[src/sv/pwfd_pkg.sv]
// Shared constants and helpers for the pulse width frame decoder.
package pwfd_pkg;

    localparam int UNIT_SLOTS_DEFAULT = 48;

    // Interval rounding: units = floor((interval + 510) / 1021).
    localparam int UNIT_US      = 1021;
    localparam int UNIT_HALF    = UNIT_US / 2;
    localparam int RECIP_SHIFT  = 26;
    localparam int UNIT_RECIP   = ((1 << RECIP_SHIFT) + UNIT_US - 1) / UNIT_US;
    localparam int ROUND_W      = 17;
    localparam int PROD_W       = 34;
    localparam int UNIT_W       = 8;

    localparam logic [15:0] GAP_RESET = 16'd10000;

    // Frame layout.
    localparam int MIN_FRAME_UNITS = 35;
    localparam int PAIR_FIRST      = 5;
    localparam int WORD_BITS       = 15;
    localparam int DEC_LAST        = PAIR_FIRST + 2 * WORD_BITS - 1;
    localparam logic [UNIT_W-1:0] HDR1_LO = 8'd3;
    localparam logic [UNIT_W-1:0] HDR1_HI = 8'd5;
    localparam logic [UNIT_W-1:0] HDR_LO  = 8'd2;
    localparam logic [UNIT_W-1:0] HDR_HI  = 8'd4;
    localparam logic [UNIT_W-1:0] SYM_ONE = 8'd1;
    localparam logic [UNIT_W-1:0] SYM_TWO = 8'd2;

    localparam logic [15:0] STATUS_VALID = 16'h8000;
    localparam logic [14:0] SLOT0_MASK   = 15'h0070;
    localparam logic [14:0] SLOT1_MASK   = 15'h0380;
    localparam logic [14:0] SLOT2_MASK   = 15'h1C00;
    localparam logic [14:0] SLOT3_MASK   = 15'h6000;

    // Presence scoring.
    localparam logic [3:0] SCORE_MAX  = 4'd10;
    localparam logic [3:0] SCORE_UP   = 4'd2;
    localparam logic [3:0] STABLE_ON  = 4'd4;

    function automatic logic [3:0] presence_of(input logic [14:0] word);
        presence_of = {|(word & SLOT3_MASK), |(word & SLOT2_MASK),
                       |(word & SLOT1_MASK), |(word & SLOT0_MASK)};
    endfunction

endpackage

[src/sv/pulse_width_frame_decoder_core.sv]
// Top level of the pulse width frame decoder: unit store, frame decode and presence scoring.
//
// Each accepted word is the microsecond timestamp of one edge on the signal
// line. The block forms the 16-bit wrapped interval to the previous edge and
// rounds it to units of 1021 us, then appends the unit to a unit store of
// UNIT_SLOTS entries held in a synchronous memory with one write port and one
// read port (units beyond the store's depth are dropped until the next gap). An
// interval above the threshold register closes a frame: if at least 35 units
// are stored, the sequencer sweeps entries 1 through 34 out of the memory, one
// read a cycle, checking the header units and decoding fifteen (1,2)/(2,1) unit
// pairs into a word. A good frame updates four presence scores and produces one
// result word on the output channel, which is held in an output register until
// it is taken. An ordinary edge occupies the block through acceptance, the
// reciprocal multiply and the store write, and in_ready returns after the store
// write. An edge that closes a frame of enough units occupies it through
// acceptance, the multiply, the memory sweep with its registered checks,
// scoring and the write of the gap unit. A rejected frame skips scoring.
// Scoring also waits for as long as the previous result is still held at the
// output. A new edge is accepted while a result still waits at the output. The
// threshold register is written through cfg_we and cfg_wdata and is sampled
// when each edge is accepted.
module pulse_width_frame_decoder_core
    import pwfd_pkg::*;
#(
    parameter int UNIT_SLOTS = UNIT_SLOTS_DEFAULT
) (
    input  logic        clk,
    input  logic        rst_n,
    input  logic        cfg_we,
    input  logic [15:0] cfg_wdata,
    input  logic        in_valid,
    output logic        in_ready,
    input  logic [15:0] edge_time_us,
    output logic        out_valid,
    input  logic        out_ready,
    output logic [15:0] status_word,
    output logic [3:0]  raw_presence,
    output logic [3:0]  stable_presence,
    output logic [31:0] frame_count
);

    localparam int AW = $clog2(UNIT_SLOTS);
    localparam int CW = $clog2(UNIT_SLOTS + 1);

    // Sequencer states.
    localparam logic [2:0] ST_IDLE   = 3'd0;
    localparam logic [2:0] ST_MUL    = 3'd1;
    localparam logic [2:0] ST_DECODE = 3'd2;
    localparam logic [2:0] ST_SCORE  = 3'd3;
    localparam logic [2:0] ST_WRITE  = 3'd4;

    // Control state.
    logic [2:0]        state_reg, state_next;
    logic [15:0]       thr_reg, thr_next;
    logic [15:0]       prev_reg, prev_next;
    logic              gap_reg, gap_next;
    logic [CW-1:0]     count_reg, count_next;
    logic [AW-1:0]     rd_ptr_reg, rd_ptr_next;
    logic              chk_valid_reg, chk_valid_next;
    logic [AW-1:0]     chk_idx_reg, chk_idx_next;
    logic              ok_reg, ok_next;
    logic [3:0]        score_reg [4];
    logic [3:0]        score_next [4];
    logic [3:0]        stable_reg, stable_next;
    logic [31:0]       fcount_reg, fcount_next;
    logic              out_valid_reg, out_valid_next;

    // Datapath registers, no reset needed.
    logic [15:0]       interval_reg, interval_next;
    logic [PROD_W-1:0] prod_reg, prod_next;
    logic [14:0]       word_reg, word_next;
    logic [UNIT_W-1:0] first_reg, first_next;
    logic [15:0]       status_reg, status_next;
    logic [3:0]        raw_reg, raw_next;

    // Unit store.
    logic [UNIT_W-1:0] mem [UNIT_SLOTS];
    logic [UNIT_W-1:0] rd_data_reg;
    logic              rd_en;
    logic              wr_en;
    logic [UNIT_W-1:0] unit_val;

    logic              out_free;
    logic              has_room;
    logic [ROUND_W-1:0] rounded;

    assign in_ready        = (state_reg == ST_IDLE);
    assign out_valid       = out_valid_reg;
    assign status_word     = status_reg;
    assign raw_presence    = raw_reg;
    assign stable_presence = stable_reg;
    assign frame_count     = fcount_reg;

    assign out_free = !out_valid_reg || out_ready;
    assign has_room = (count_reg < CW'(UNIT_SLOTS));
    assign rounded  = ROUND_W'(interval_reg) + ROUND_W'(UNIT_HALF);
    // The reciprocal is exact for every 17-bit rounded interval, and a 16-bit
    // interval never rounds past 64 units, so no saturation is reachable.
    assign unit_val = prod_reg[RECIP_SHIFT +: UNIT_W];

    assign rd_en = (state_reg == ST_DECODE) && (rd_ptr_reg <= AW'(DEC_LAST));
    assign wr_en = (state_reg == ST_WRITE) && has_room;

    always_comb
    begin
        logic [4:0] sum;
        logic [3:0] s;
        logic [3:0] pres;
        logic       pair_bit;
        logic       pair_ok;
        logic       ok_upd;

        state_next     = state_reg;
        thr_next       = cfg_we ? cfg_wdata : thr_reg;
        prev_next      = prev_reg;
        gap_next       = gap_reg;
        count_next     = count_reg;
        rd_ptr_next    = rd_ptr_reg;
        chk_valid_next = 1'b0;
        chk_idx_next   = chk_idx_reg;
        ok_next        = ok_reg;
        stable_next    = stable_reg;
        fcount_next    = fcount_reg;
        out_valid_next = out_valid_reg && !out_ready;
        interval_next  = interval_reg;
        prod_next      = prod_reg;
        word_next      = word_reg;
        first_next     = first_reg;
        status_next    = status_reg;
        raw_next       = raw_reg;
        for (int i = 0; i < 4; i++)
        begin
            score_next[i] = score_reg[i];
        end
        sum      = '0;
        s        = '0;
        pres     = presence_of(word_reg);
        pair_bit = (first_reg == SYM_ONE) && (rd_data_reg == SYM_TWO);
        pair_ok  = pair_bit || ((first_reg == SYM_TWO) && (rd_data_reg == SYM_ONE));
        ok_upd   = ok_reg;

        case (state_reg)
            ST_IDLE:
            begin
                if (in_valid)
                begin
                    interval_next = edge_time_us - prev_reg;
                    gap_next      = (edge_time_us - prev_reg) > thr_reg;
                    prev_next     = edge_time_us;
                    state_next    = ST_MUL;
                end
            end
            ST_MUL:
            begin
                prod_next = PROD_W'(rounded) * PROD_W'(UNIT_RECIP);
                if (gap_reg && (count_reg >= CW'(MIN_FRAME_UNITS)))
                begin
                    rd_ptr_next = AW'(1);
                    ok_next     = 1'b1;
                    state_next  = ST_DECODE;
                end
                else
                begin
                    if (gap_reg)
                    begin
                        count_next = '0;
                    end
                    state_next = ST_WRITE;
                end
            end
            ST_DECODE:
            begin
                if (rd_en)
                begin
                    rd_ptr_next    = rd_ptr_reg + AW'(1);
                    chk_valid_next = 1'b1;
                    chk_idx_next   = rd_ptr_reg;
                end
                if (chk_valid_reg)
                begin
                    // Header checks on entries 1 to 3, pairs from entry 5 on;
                    // entry 4 carries no information.
                    if (chk_idx_reg == AW'(1))
                    begin
                        ok_upd = ok_reg && (rd_data_reg >= HDR1_LO) && (rd_data_reg <= HDR1_HI);
                    end
                    else if ((chk_idx_reg == AW'(2)) || (chk_idx_reg == AW'(3)))
                    begin
                        ok_upd = ok_reg && (rd_data_reg >= HDR_LO) && (rd_data_reg <= HDR_HI);
                    end
                    else if (chk_idx_reg >= AW'(PAIR_FIRST))
                    begin
                        if (chk_idx_reg[0])
                        begin
                            first_next = rd_data_reg;
                        end
                        else
                        begin
                            ok_upd    = ok_reg && pair_ok;
                            word_next = {pair_bit, word_reg[14:1]};
                        end
                    end
                    ok_next = ok_upd;
                    if (chk_idx_reg == AW'(DEC_LAST))
                    begin
                        if (ok_upd)
                        begin
                            state_next = ST_SCORE;
                        end
                        else
                        begin
                            count_next = '0;
                            state_next = ST_WRITE;
                        end
                    end
                end
            end
            ST_SCORE:
            begin
                if (out_free)
                begin
                    for (int i = 0; i < 4; i++)
                    begin
                        if (pres[i])
                        begin
                            sum = {1'b0, score_reg[i]} + {1'b0, SCORE_UP};
                            s   = (sum > {1'b0, SCORE_MAX}) ? SCORE_MAX : sum[3:0];
                        end
                        else
                        begin
                            s = (score_reg[i] != 4'd0) ? score_reg[i] - 4'd1 : score_reg[i];
                        end
                        score_next[i] = s;
                        if (s >= STABLE_ON)
                        begin
                            stable_next[i] = 1'b1;
                        end
                        else if (s == 4'd0)
                        begin
                            stable_next[i] = 1'b0;
                        end
                    end
                    fcount_next    = fcount_reg + 32'd1;
                    status_next    = STATUS_VALID | {1'b0, word_reg};
                    raw_next       = pres;
                    out_valid_next = 1'b1;
                    count_next     = '0;
                    state_next     = ST_WRITE;
                end
            end
            ST_WRITE:
            begin
                if (has_room)
                begin
                    count_next = count_reg + CW'(1);
                end
                state_next = ST_IDLE;
            end
            default:
            begin
                state_next = ST_IDLE;
            end
        endcase
    end

    always_ff @(posedge clk or negedge rst_n)
    begin
        if (!rst_n)
        begin
            state_reg     <= ST_IDLE;
            thr_reg       <= GAP_RESET;
            prev_reg      <= '0;
            gap_reg       <= 1'b0;
            count_reg     <= '0;
            rd_ptr_reg    <= '0;
            chk_valid_reg <= 1'b0;
            chk_idx_reg   <= '0;
            ok_reg        <= 1'b0;
            stable_reg    <= '0;
            fcount_reg    <= '0;
            out_valid_reg <= 1'b0;
            for (int i = 0; i < 4; i++)
            begin
                score_reg[i] <= '0;
            end
        end
        else
        begin
            state_reg     <= state_next;
            thr_reg       <= thr_next;
            prev_reg      <= prev_next;
            gap_reg       <= gap_next;
            count_reg     <= count_next;
            rd_ptr_reg    <= rd_ptr_next;
            chk_valid_reg <= chk_valid_next;
            chk_idx_reg   <= chk_idx_next;
            ok_reg        <= ok_next;
            stable_reg    <= stable_next;
            fcount_reg    <= fcount_next;
            out_valid_reg <= out_valid_next;
            for (int i = 0; i < 4; i++)
            begin
                score_reg[i] <= score_next[i];
            end
        end
    end

    always_ff @(posedge clk)
    begin
        interval_reg <= interval_next;
        prod_reg     <= prod_next;
        word_reg     <= word_next;
        first_reg    <= first_next;
        status_reg   <= status_next;
        raw_reg      <= raw_next;
    end

    // Unit store memory: one write port, one registered read port. Reads and
    // writes happen in different sequencer states, so they never overlap.
    always_ff @(posedge clk)
    begin
        if (wr_en)
        begin
            mem[count_reg[AW-1:0]] <= unit_val;
        end
        if (rd_en)
        begin
            rd_data_reg <= mem[rd_ptr_reg];
        end
    end

endmodule

[config.mk]
export PLATFORM = sky130hd
export DESIGN_NAME = pulse_width_frame_decoder_core
export DESIGN_NICKNAME = d
export VERILOG_FILES = /design/src/sv/pwfd_pkg.sv /design/src/sv/pulse_width_frame_decoder_core.sv
export SDC_FILE = /design/constraint.sdc
export NUM_CORES = 1
export LEC_CHECK = 0
export BUFFER_PORTS_ARGS = -buffer_cell sky130_fd_sc_hd__buf_2
export CORE_ASPECT_RATIO = 0.7
export CORE_MARGIN = 5
export CORE_UTILIZATION = 39
export DETAILED_ROUTE_END_ITERATION = 10
export SLEW_MARGIN = 20
export SYNTH_ARGS = -nofsm -noshare
export SYNTH_HDL_FRONTEND = slang
export SYNTH_SLANG_ARGS = --single-unit
[constraint.sdc]
create_clock -name clk -period 8.03 [get_ports clk]
set_clock_uncertainty 0.15 [all_clocks]
set_input_delay 0.803 -clock clk [delete_from_list [all_inputs] [get_ports clk]]
set_output_delay 0.803 -clock clk [all_outputs]
set_load 0.03 [all_outputs]
; ---- Yosys cells after proc, flatten, opt, wreduce, memory -nomap -nowiden
; Memories as Yosys holds them, arrays and structs flattened. A register that Yosys moved wholly into a read port is not among the register bits.
; Index checks and enable logic that the tools add are counted.
[op_classes]
addsub = 13
n_shift = 0
mux = 61
n_div = 0
bitwise_logic = 3
n_mul = 1
order_cmp = 17
n_eq_ne = 22
reduce_logical = 48
[ops]
columns = cell, count
row1 = 2-to-1 mux 4 bit, 20
row2 = 2-to-1 mux 6 bit, 9
row3 = multiplier 17 x 17 -> 34 bit (second input constant), 1
row4 = adder 32 x 1 -> 32 bit (second input constant), 1
row5 = case mux 6 bit (4 select lines), 1
row6 = 2-to-1 mux 1 bit, 22
row7 = adder 4 x 2 -> 5 bit (second input constant), 4
row8 = > comparator 5 x 4 -> 1 bit (second input constant), 4
row9 = nonzero test 4 bit, 5
row10 = 2-to-1 mux 3 bit, 6
row11 = inequality test 2 bit (second input constant), 9
row12 = AND reduction 3 bit, 6
row13 = adder 16 x 9 -> 17 bit (second input constant), 1
row14 = == test 8 x 1 -> 1 bit (second input constant), 2
row15 = == test 8 x 2 -> 1 bit (second input constant), 2
row16 = >= comparator 4 x 3 -> 1 bit (second input constant), 4
row17 = >= comparator 8 x 2 -> 1 bit (second input constant), 2
row18 = > comparator 16 bit, 1
row19 = less-or-equal comparator 8 x 3 -> 1 bit (second input constant), 2
row20 = logical NOT 4 bit, 4
row21 = subtractor 16 bit, 1
row22 = subtractor 4 x 1 -> 4 bit (second input constant), 4
row23 = adder 6 x 1 -> 6 bit (second input constant), 2
row24 = == test 6 x 2 -> 1 bit (second input constant), 2
row25 = 25 further kinds, 50
[totals]
latch_bits = 0
word_cells = 191
rom_bits = 0
out_inout_bits = 58
ff_bits = 201
ramBits = 384
memories = 1
[mem_list]
columns = memory, depth, width, read_ports, rd_clocked_by_memory_dff, wr, line_no
row1 = mem, 48, 8, 1, 1, 1, pulse_width_frame_decoder_core.sv:77  ; logic [UNIT_W-1:0] mem [UNIT_SLOTS];

; ---- Logic depth before layout (Yosys ltp)
; Gate-level depths: netlist (run 1).
[logic_depth]
ltp_word = 14
mapped_depth = 23

; ---- Worst setup path before layout (run 1)
; OpenSTA, ideal clock, no wires.
[synth_path]
kind = register to register
from = register interval_reg[6]
to = register prod_reg[29] (data pin)
n_path_buf = 0
path_stages_with_launch = 24
required_time_ns = 7.615
setup_ns = 0.265
slack_ns = 1.836
arrival_time_ns = 5.779
cell_sequence = edfxtp_1 nor4_1 nor3b_1 nand2_1 nand2_1 xor2_1 inv_1 ha_1 ha_1 ha_1 ha_1 inv_1 fa_1 fa_1 inv_1 ha_1 a211oi_1 o21ai_0 a221oi_1 o22ai_1 a311o_1 maj3_1 a21oi_1 a31oi_1
[synth_via]
elab_chain_len = 2
[synth_rtl]
columns = item, line_no
row1 = from (decl), pulse_width_frame_decoder_core.sv:69  ; logic [15:0] interval_reg, interval_next;
row2 = from (signal assigned), pulse_width_frame_decoder_core.sv:310  ; interval_reg <= interval_next;
row3 = adder 16 x 9 -> 17 bit, pulse_width_frame_decoder_core.sv:96  ; assign rounded = ROUND_W'(interval_reg) + ROUND_W'(UNIT_HALF);
row4 = multiplier 17 x 17 -> 34 bit, pulse_width_frame_decoder_core.sv:155  ; prod_next = PROD_W'(rounded) * PROD_W'(UNIT_RECIP);
row5 = to (signal assigned), pulse_width_frame_decoder_core.sv:311  ; prod_reg <= prod_next;
row6 = to (decl), pulse_width_frame_decoder_core.sv:70  ; logic [PROD_W-1:0] prod_reg, prod_next;
; Every way passes these cells.
; A chain may end at the register's enable or synchronous reset.

; ---- Worst setup path after layout (run 1)
[layout_path]
from = register interval_reg[6]
to = register prod_reg[31] (data pin)
; Same word-level chain as after synthesis.

==> out/metrics.yaml, run 1 <==
final_layout:
  num_antenna_cells: 0
  nNetsFinal: 2012
  largest_reg_flops: 384
  postLayoutCoreUtil: 0.442
  drive_gt1_frac: 0.177
  synthToLayoutAreaGrowth_pct: 13.1
  design_area_um2: 29300
drt:
  vias: 14400
  wl_per_cell_um: 20.5
  dr.pass1.iters: 5
  totalWireLength_mm: 56.2
  dr.first_iter.drc_count: 1328
  remaining_drc_errors: 0
  antenna_left: 0
  vias_per_cell: 5.26
power_and_ir_drop:
  power_density_nw_per_um2: 404
  ir_drop_v: 0.000684
  p_total_mw: 11.8
  p_leak_nw: 10.8
floorplan:
  start_util: 0.391
  die_h_um: 226
  rows: 79
  fp.dieW_um: 318
  core_um2: 66100
  die_area_um2: 71700
  ios: 95
place:
  hpwl_mm: 37.9
  dpl_cell_area_um2: 27300
  io_buffers: 93
  gp_congestion: 0.825
cts:
  cts_buffer_depth: 3
  hold_buffers: 0
  clk_pin_slew_ns: 0.07
  cts_max_level: 2
  worstSkewPairLatency_ns: 0.60
  post_cts_buffers: 0
  cts_sinks: 567
  cts_buffers: 53
  cts-resized-gates: 0
  cts_tree: "yes"
  root_buffer: "clkbuf_16"
critical_path:
  crit-reg2reg-launch: "interval_reg[6]"
  crit_fanout: 7
  end_kind: "register"
  cp_data_arrival_time_ns: 7.11
  critPathKind: "register to register"
  required_ns: 8.22
  r2r_cells: 23
  slowest_delay_ns: 0.56
  cpMostUsedCell: "ha_1"
  startpoint: "interval_reg[6]"
  worstSetupPathDepth: 23
  crit_chain: "nor4_1 > nor3b_1 > nand2_1 > nand2_1 > xor2_1 > inv_1 > ha_1 > ha_1 > ha_1 > ha_1 > inv_1 > fa_1 > fa_1 > inv_1 > ha_1 > a211oi_1 > o21ai_0 > a221oi_1 > o22ai_1 > a311o_1 > maj3_1 > nand3_1 > xnor2_1"
  cp-start-kind: "register"
  slowest_stage: "fa_1"
  crit_family: "adder cells"
  critPathBufInv: 3
flow_run:
  cap_violations: 0
synth:
  ys_ff_latch: 567
  postSynth.asyncResetShare: 0.192
  yosysUniqueCellTypes: 67
  syn-num-nets: 1911
  synth_edf_count: 458
  ys_seq_area_frac: 0.637
  yosysTopAreaCell: "edfxtp_1"
  yosys_warnings: 0
  synthesis.area_um2: 25900
  netlist_instances: 1710
  synth_top_area_share: 0.532
  synthTopCellsByArea: "edfxtp_1 53%, mux4_2 10%, dfrtp_1 10%"
  synth_area_per_cell_um2: 15.1
  yosys_most_used_dff: "edfxtp_1"
timing:
  finalMaxSlewViolations: 0
  period_share: 0.862
  finalHoldViolCount: 0
  period_needed_ns: 6.92
  setup_tns_ns: 0
  setup_viol: 0
  slew_headroom: 0.328
  worst_pin_slew_ns: 1.00
  rsz0062_at_grt: "false"
  max_freq_mhz: 144
global_route:
  grt-ovfl-total: 0
  grt_pass1_wl_mm: 86.4
  grt_usage: 0.154
  antenna_found_initial: 0
  grt_max_degree: 75
  grt_pass1_vias: 14500
outcome:
  status: "complete, no violations"
min_path:
  hold_path.class: "input pin to asynchronous set/reset pin"
final timing paths:
| path | end | slack [ns] |
|---|---|---|
| max in group asynchronous | prev_reg[2] | 6.60 |
| max | prod_reg[31] | 1.11 |
| max reg2reg | prod_reg[31] | 1.11 |
| min | stable_presence[0] | 0.01 |
| min reg2reg | status_word[0] | 0.29 |
| min in group clk | thr_reg[15] | 0.27 |
power by group:
part	switching, mW	internal [mW]	leakage, nW	total [mW]
clock	1.12	1.64	0.923	2.76
sequential	0.234	3.69	5.48	3.92
combinational	2.94	2.19	4.38	5.13
layout by cell type, fill, tap and decap left out, types with 53 or more instances in the layout:
| cell | count |
|---|---|
| ha_1 | 148 |
| clkbuf_16 | 53 |
| mux4_2 | 117 |
| dfrtp_1 | 101 |
| inv_1 | 106 |
| edfxtp_1 | 458 |
| nor2_1 | 116 |
| o21ai_0 | 80 |
| buf_2 | 92 |
| nand2_1 | 125 |
cells by family after synthesis:
kind of cell / share of synthesized area
buffers and inverters: 0.0253
xor gates and xnor gates: 0.0264
other: 0.000145
and+or+nand+nor: 0.0681
muxes: 0.108
DFF: 0.637
adders and majority gates: 0.0843
AOI/OAI and AO/OA: 0.0502
layout make-up:
type	count	area [um2]
Fill cell	5754	36900
Tap cell	891	1110
Clock buffer	60	1360
Multi-Input combinational cell	972	8730
Timing Repair Buffer	109	592
Clock inverter	38	553
Inverter	108	405
Sequential cell	567	16500
metrics by stage:
| stage | hold slack [ns] | setup slack (ns) | instances |
|---|---|---|---|
| floorplan | 0.250 | 1.84 | 1710 |
| global placement | 0.260 | 1.37 | 2647 |
| detailed placement | 0.275 | 1.20 | 2647 |
| CTS | 0.00947 | 1.15 | 2745 |
| global route | 0.0446 | 0.689 | 2745 |
| finish | 0.0143 | 1.11 | 2745 |
cell usage after synthesis (all sizes together), types with 30 or more instances:
cell / n
xnor2: 48
inv: 107
ha: 148
a21oi: 47
edfxtp: 458
nor2: 118
clkbuf: 46
dfrtp: 104
o21ai: 81
mux4: 117
nand2: 125
nand3: 33
xor2: 30
layer usage:
metal,track usage,vias up,share of wire
li1,-,6639,-
met1,0.234,7350,0.48
met2,0.233,382,0.44
met3,0.0316,72,0.063
met4,0.0289,0,0.015
met5,0,-,0
No activity file was read; power rests on OpenSTA's default activity.
==> run 2: changes to the inputs <==
Settings changed: CORE_ASPECT_RATIO 0.7 to 1.2, CORE_MARGIN 5 to 1.
==> out/metrics.yaml, run 2 (synthesized netlist as in run 1, its figures left out) <==
outcome:
  status: "complete, no violations"
cts:
  cts-resized-gates: 0  # unchanged
  cts_tree: "yes"
  post_cts_buffers: 0  # unchanged
  root_buffer: "clkbuf_16"
  cts_sinks: 567  # unchanged
  cts_max_level: 2  # unchanged
  hold_buffers: 0  # unchanged
  worstSkewPairLatency_ns: 0.62  # +0.02 ns
  clk_pin_slew_ns: 0.06  # about the same
  cts_buffer_depth: 3  # unchanged
  cts_buffers: 54  # +1.9%
timing:
  period_share: 0.846  # -0.0164
  finalMaxSlewViolations: 0  # unchanged
  slew_headroom: 0.356  # +0.0279
  period_needed_ns: 6.79  # -0.132 ns
  setup_tns_ns: 0  # unchanged
  max_freq_mhz: 147  # +1.9%
  rsz0062_at_grt: "false"
  finalHoldViolCount: 0  # unchanged
  worst_pin_slew_ns: 0.963  # -0.0417 ns
  setup_viol: 0  # unchanged
global_route:
  grt_usage: 0.164  # +0.0103
  grt_pass1_vias: 15000  # +3.1%
  grt-ovfl-total: 0  # unchanged
  antenna_found_initial: 2  # +2
  grt_max_degree: 59  # -21%
  grt_pass1_wl_mm: 85.4  # -1.1%
min_path:
  hold_path.class: "input pin to asynchronous set/reset pin"
final_layout:
  nNetsFinal: 2017  # +0.25%
  drive_gt1_frac: 0.182  # +0.00490
  final_cell_mix: "458 x edfxtp_1, 148 x ha_1, 125 x nand2_1"
  instances_no_fill: 2700  # -1.6%
  layout_commonest_cell: "edfxtp_1"
  design_area_um2: 29200  # -0.32%
  n_fill_cell: 5738  # -0.28%
  largest_reg_flops: 384  # unchanged
  synthToLayoutAreaGrowth_pct: 12.7
drt:
  antenna_left: 0  # unchanged
  remaining_drc_errors: 0  # unchanged
  dr.pass1.iters: 5  # unchanged
  vias_per_cell: 5.29  # +0.47%
  totalWireLength_mm: 54.1  # -3.7%
  dr.first_iter.drc_count: 1034  # -22%
  vias: 14300  # -1.2%
  wl_per_cell_um: 20.0  # -2.1%
critical_path:
  crit_fanout: 7  # unchanged
  cp_data_arrival_time_ns: 6.99  # -0.12 ns
  cp-start-kind: "register"
  r2r_cells: 23  # unchanged
  end_kind: "register"
  crit-reg2reg-launch: "interval_reg[5]"
  required_ns: 8.23  # about the same
  ff2ff_setup_slack_ns: 1.24  # +0.13 ns
  critPathKind: "register to register"
  rr_endpoint: "prod_reg[31]"
floorplan:
  start_util: 0.394  # +0.00239
  fp.dieW_um: 237  # -25%
  core_um2: 65700  # -0.61%
  ios: 95  # unchanged
  rows: 103  # +30%
  die_h_um: 284  # +26%
  die_area_um2: 67400  # -6.0%
power_and_ir_drop:
  power_density_nw_per_um2: 401  # -0.71%
  ir_drop_v: 0.000432  # -37%
  p_leak_nw: 10.8  # about the same
  p_total_mw: 11.7  # -1.0%
place:
  io_buffers: 93  # unchanged
  dp_cells: 2599  # -1.8%
  hpwl_mm: 36.1  # -4.8%
  gp_congestion: 0.843  # +2.2%
  dpl_cell_area_um2: 27300  # -0.15%
flow_run:
  cap_violations: 0  # unchanged
## run 2: metrics by stage
step                      worst slack, ns  hold WS, ns  utilization
after floorplan                      1.84        0.250            -
after global placement               1.41        0.252        0.415
after detailed placement             1.27        0.257        0.415
after CTS                            1.26        0.118        0.443
after global routing                0.531        0.121        0.444
final                                1.24       0.0865        0.444
## run 2: routing by layer
layer	up-vias	global-route usage	routed length [um]
met5	-	0	17
met4	2	0.0563	1750
met3	94	0.0262	2570
met2	321	0.283	27000
met1	7201	0.210	22700
li1	6655	-	-
## run 2: final cells by class
class                           instances  area (um2)  area share
Multi-Input combinational cell        972        8730       0.299
Antenna cell                            1        2.50   0.0000858
Timing Repair Buffer                  113         638      0.0219
Inverter                              108         405      0.0139
Tap cell                              840        1050      0.0360
Clock buffer                           64        1420      0.0486
Clock inverter                         35         419      0.0144
Sequential cell                       567       16500       0.566
## run 2: how the worst max path moves through the flow
| stage | end | depth (start not counted) | from | slack (ns) |
|---|---|---|---|---|
| after global placement | prod_reg[31] | 23 | interval_reg[5] | 1.41 |
| after floorplan | prod_reg[29] | 23 | interval_reg[6] | 1.84 |
| after global routing | prod_reg[31] | 23 | interval_reg[6] | 0.53 |
| after detailed placement | prod_reg[31] | 23 | interval_reg[5] | 1.27 |
| after CTS | prod_reg[31] | 23 | interval_reg[5] | 1.26 |
| final | prod_reg[31] | 23 | interval_reg[5] | 1.24 |
## run 2: worst max-delay path, cell delays in order (launching register included)
cell and delay, ns:
edfxtp_1 0.42, nor4_1 0.43, nor3b_1 0.37, nand2_1 0.12
nand2_1 0.10, xor2_1 0.40, inv_1 0.11, ha_1 0.30
ha_1 0.20, ha_1 0.27, ha_1 0.28, inv_1 0.05
fa_1 0.51, fa_1 0.55, inv_1 0.04, ha_1 0.30
a211oi_1 0.22, o21ai_0 0.13, a221oi_1 0.35, o22ai_1 0.12
a311o_1 0.37, maj3_1 0.48, nand3_1 0.18, xnor2_1 0.07
## run 2: power breakdown
group / leakage [nW] / internal [mW] / total [mW] / switching [mW]
clock network: 0.892 / 1.50 / 2.63 / 1.13
registers: 5.48 / 3.68 / 3.86 / 0.176
logic: 4.40 / 2.20 / 5.20 / 3.00
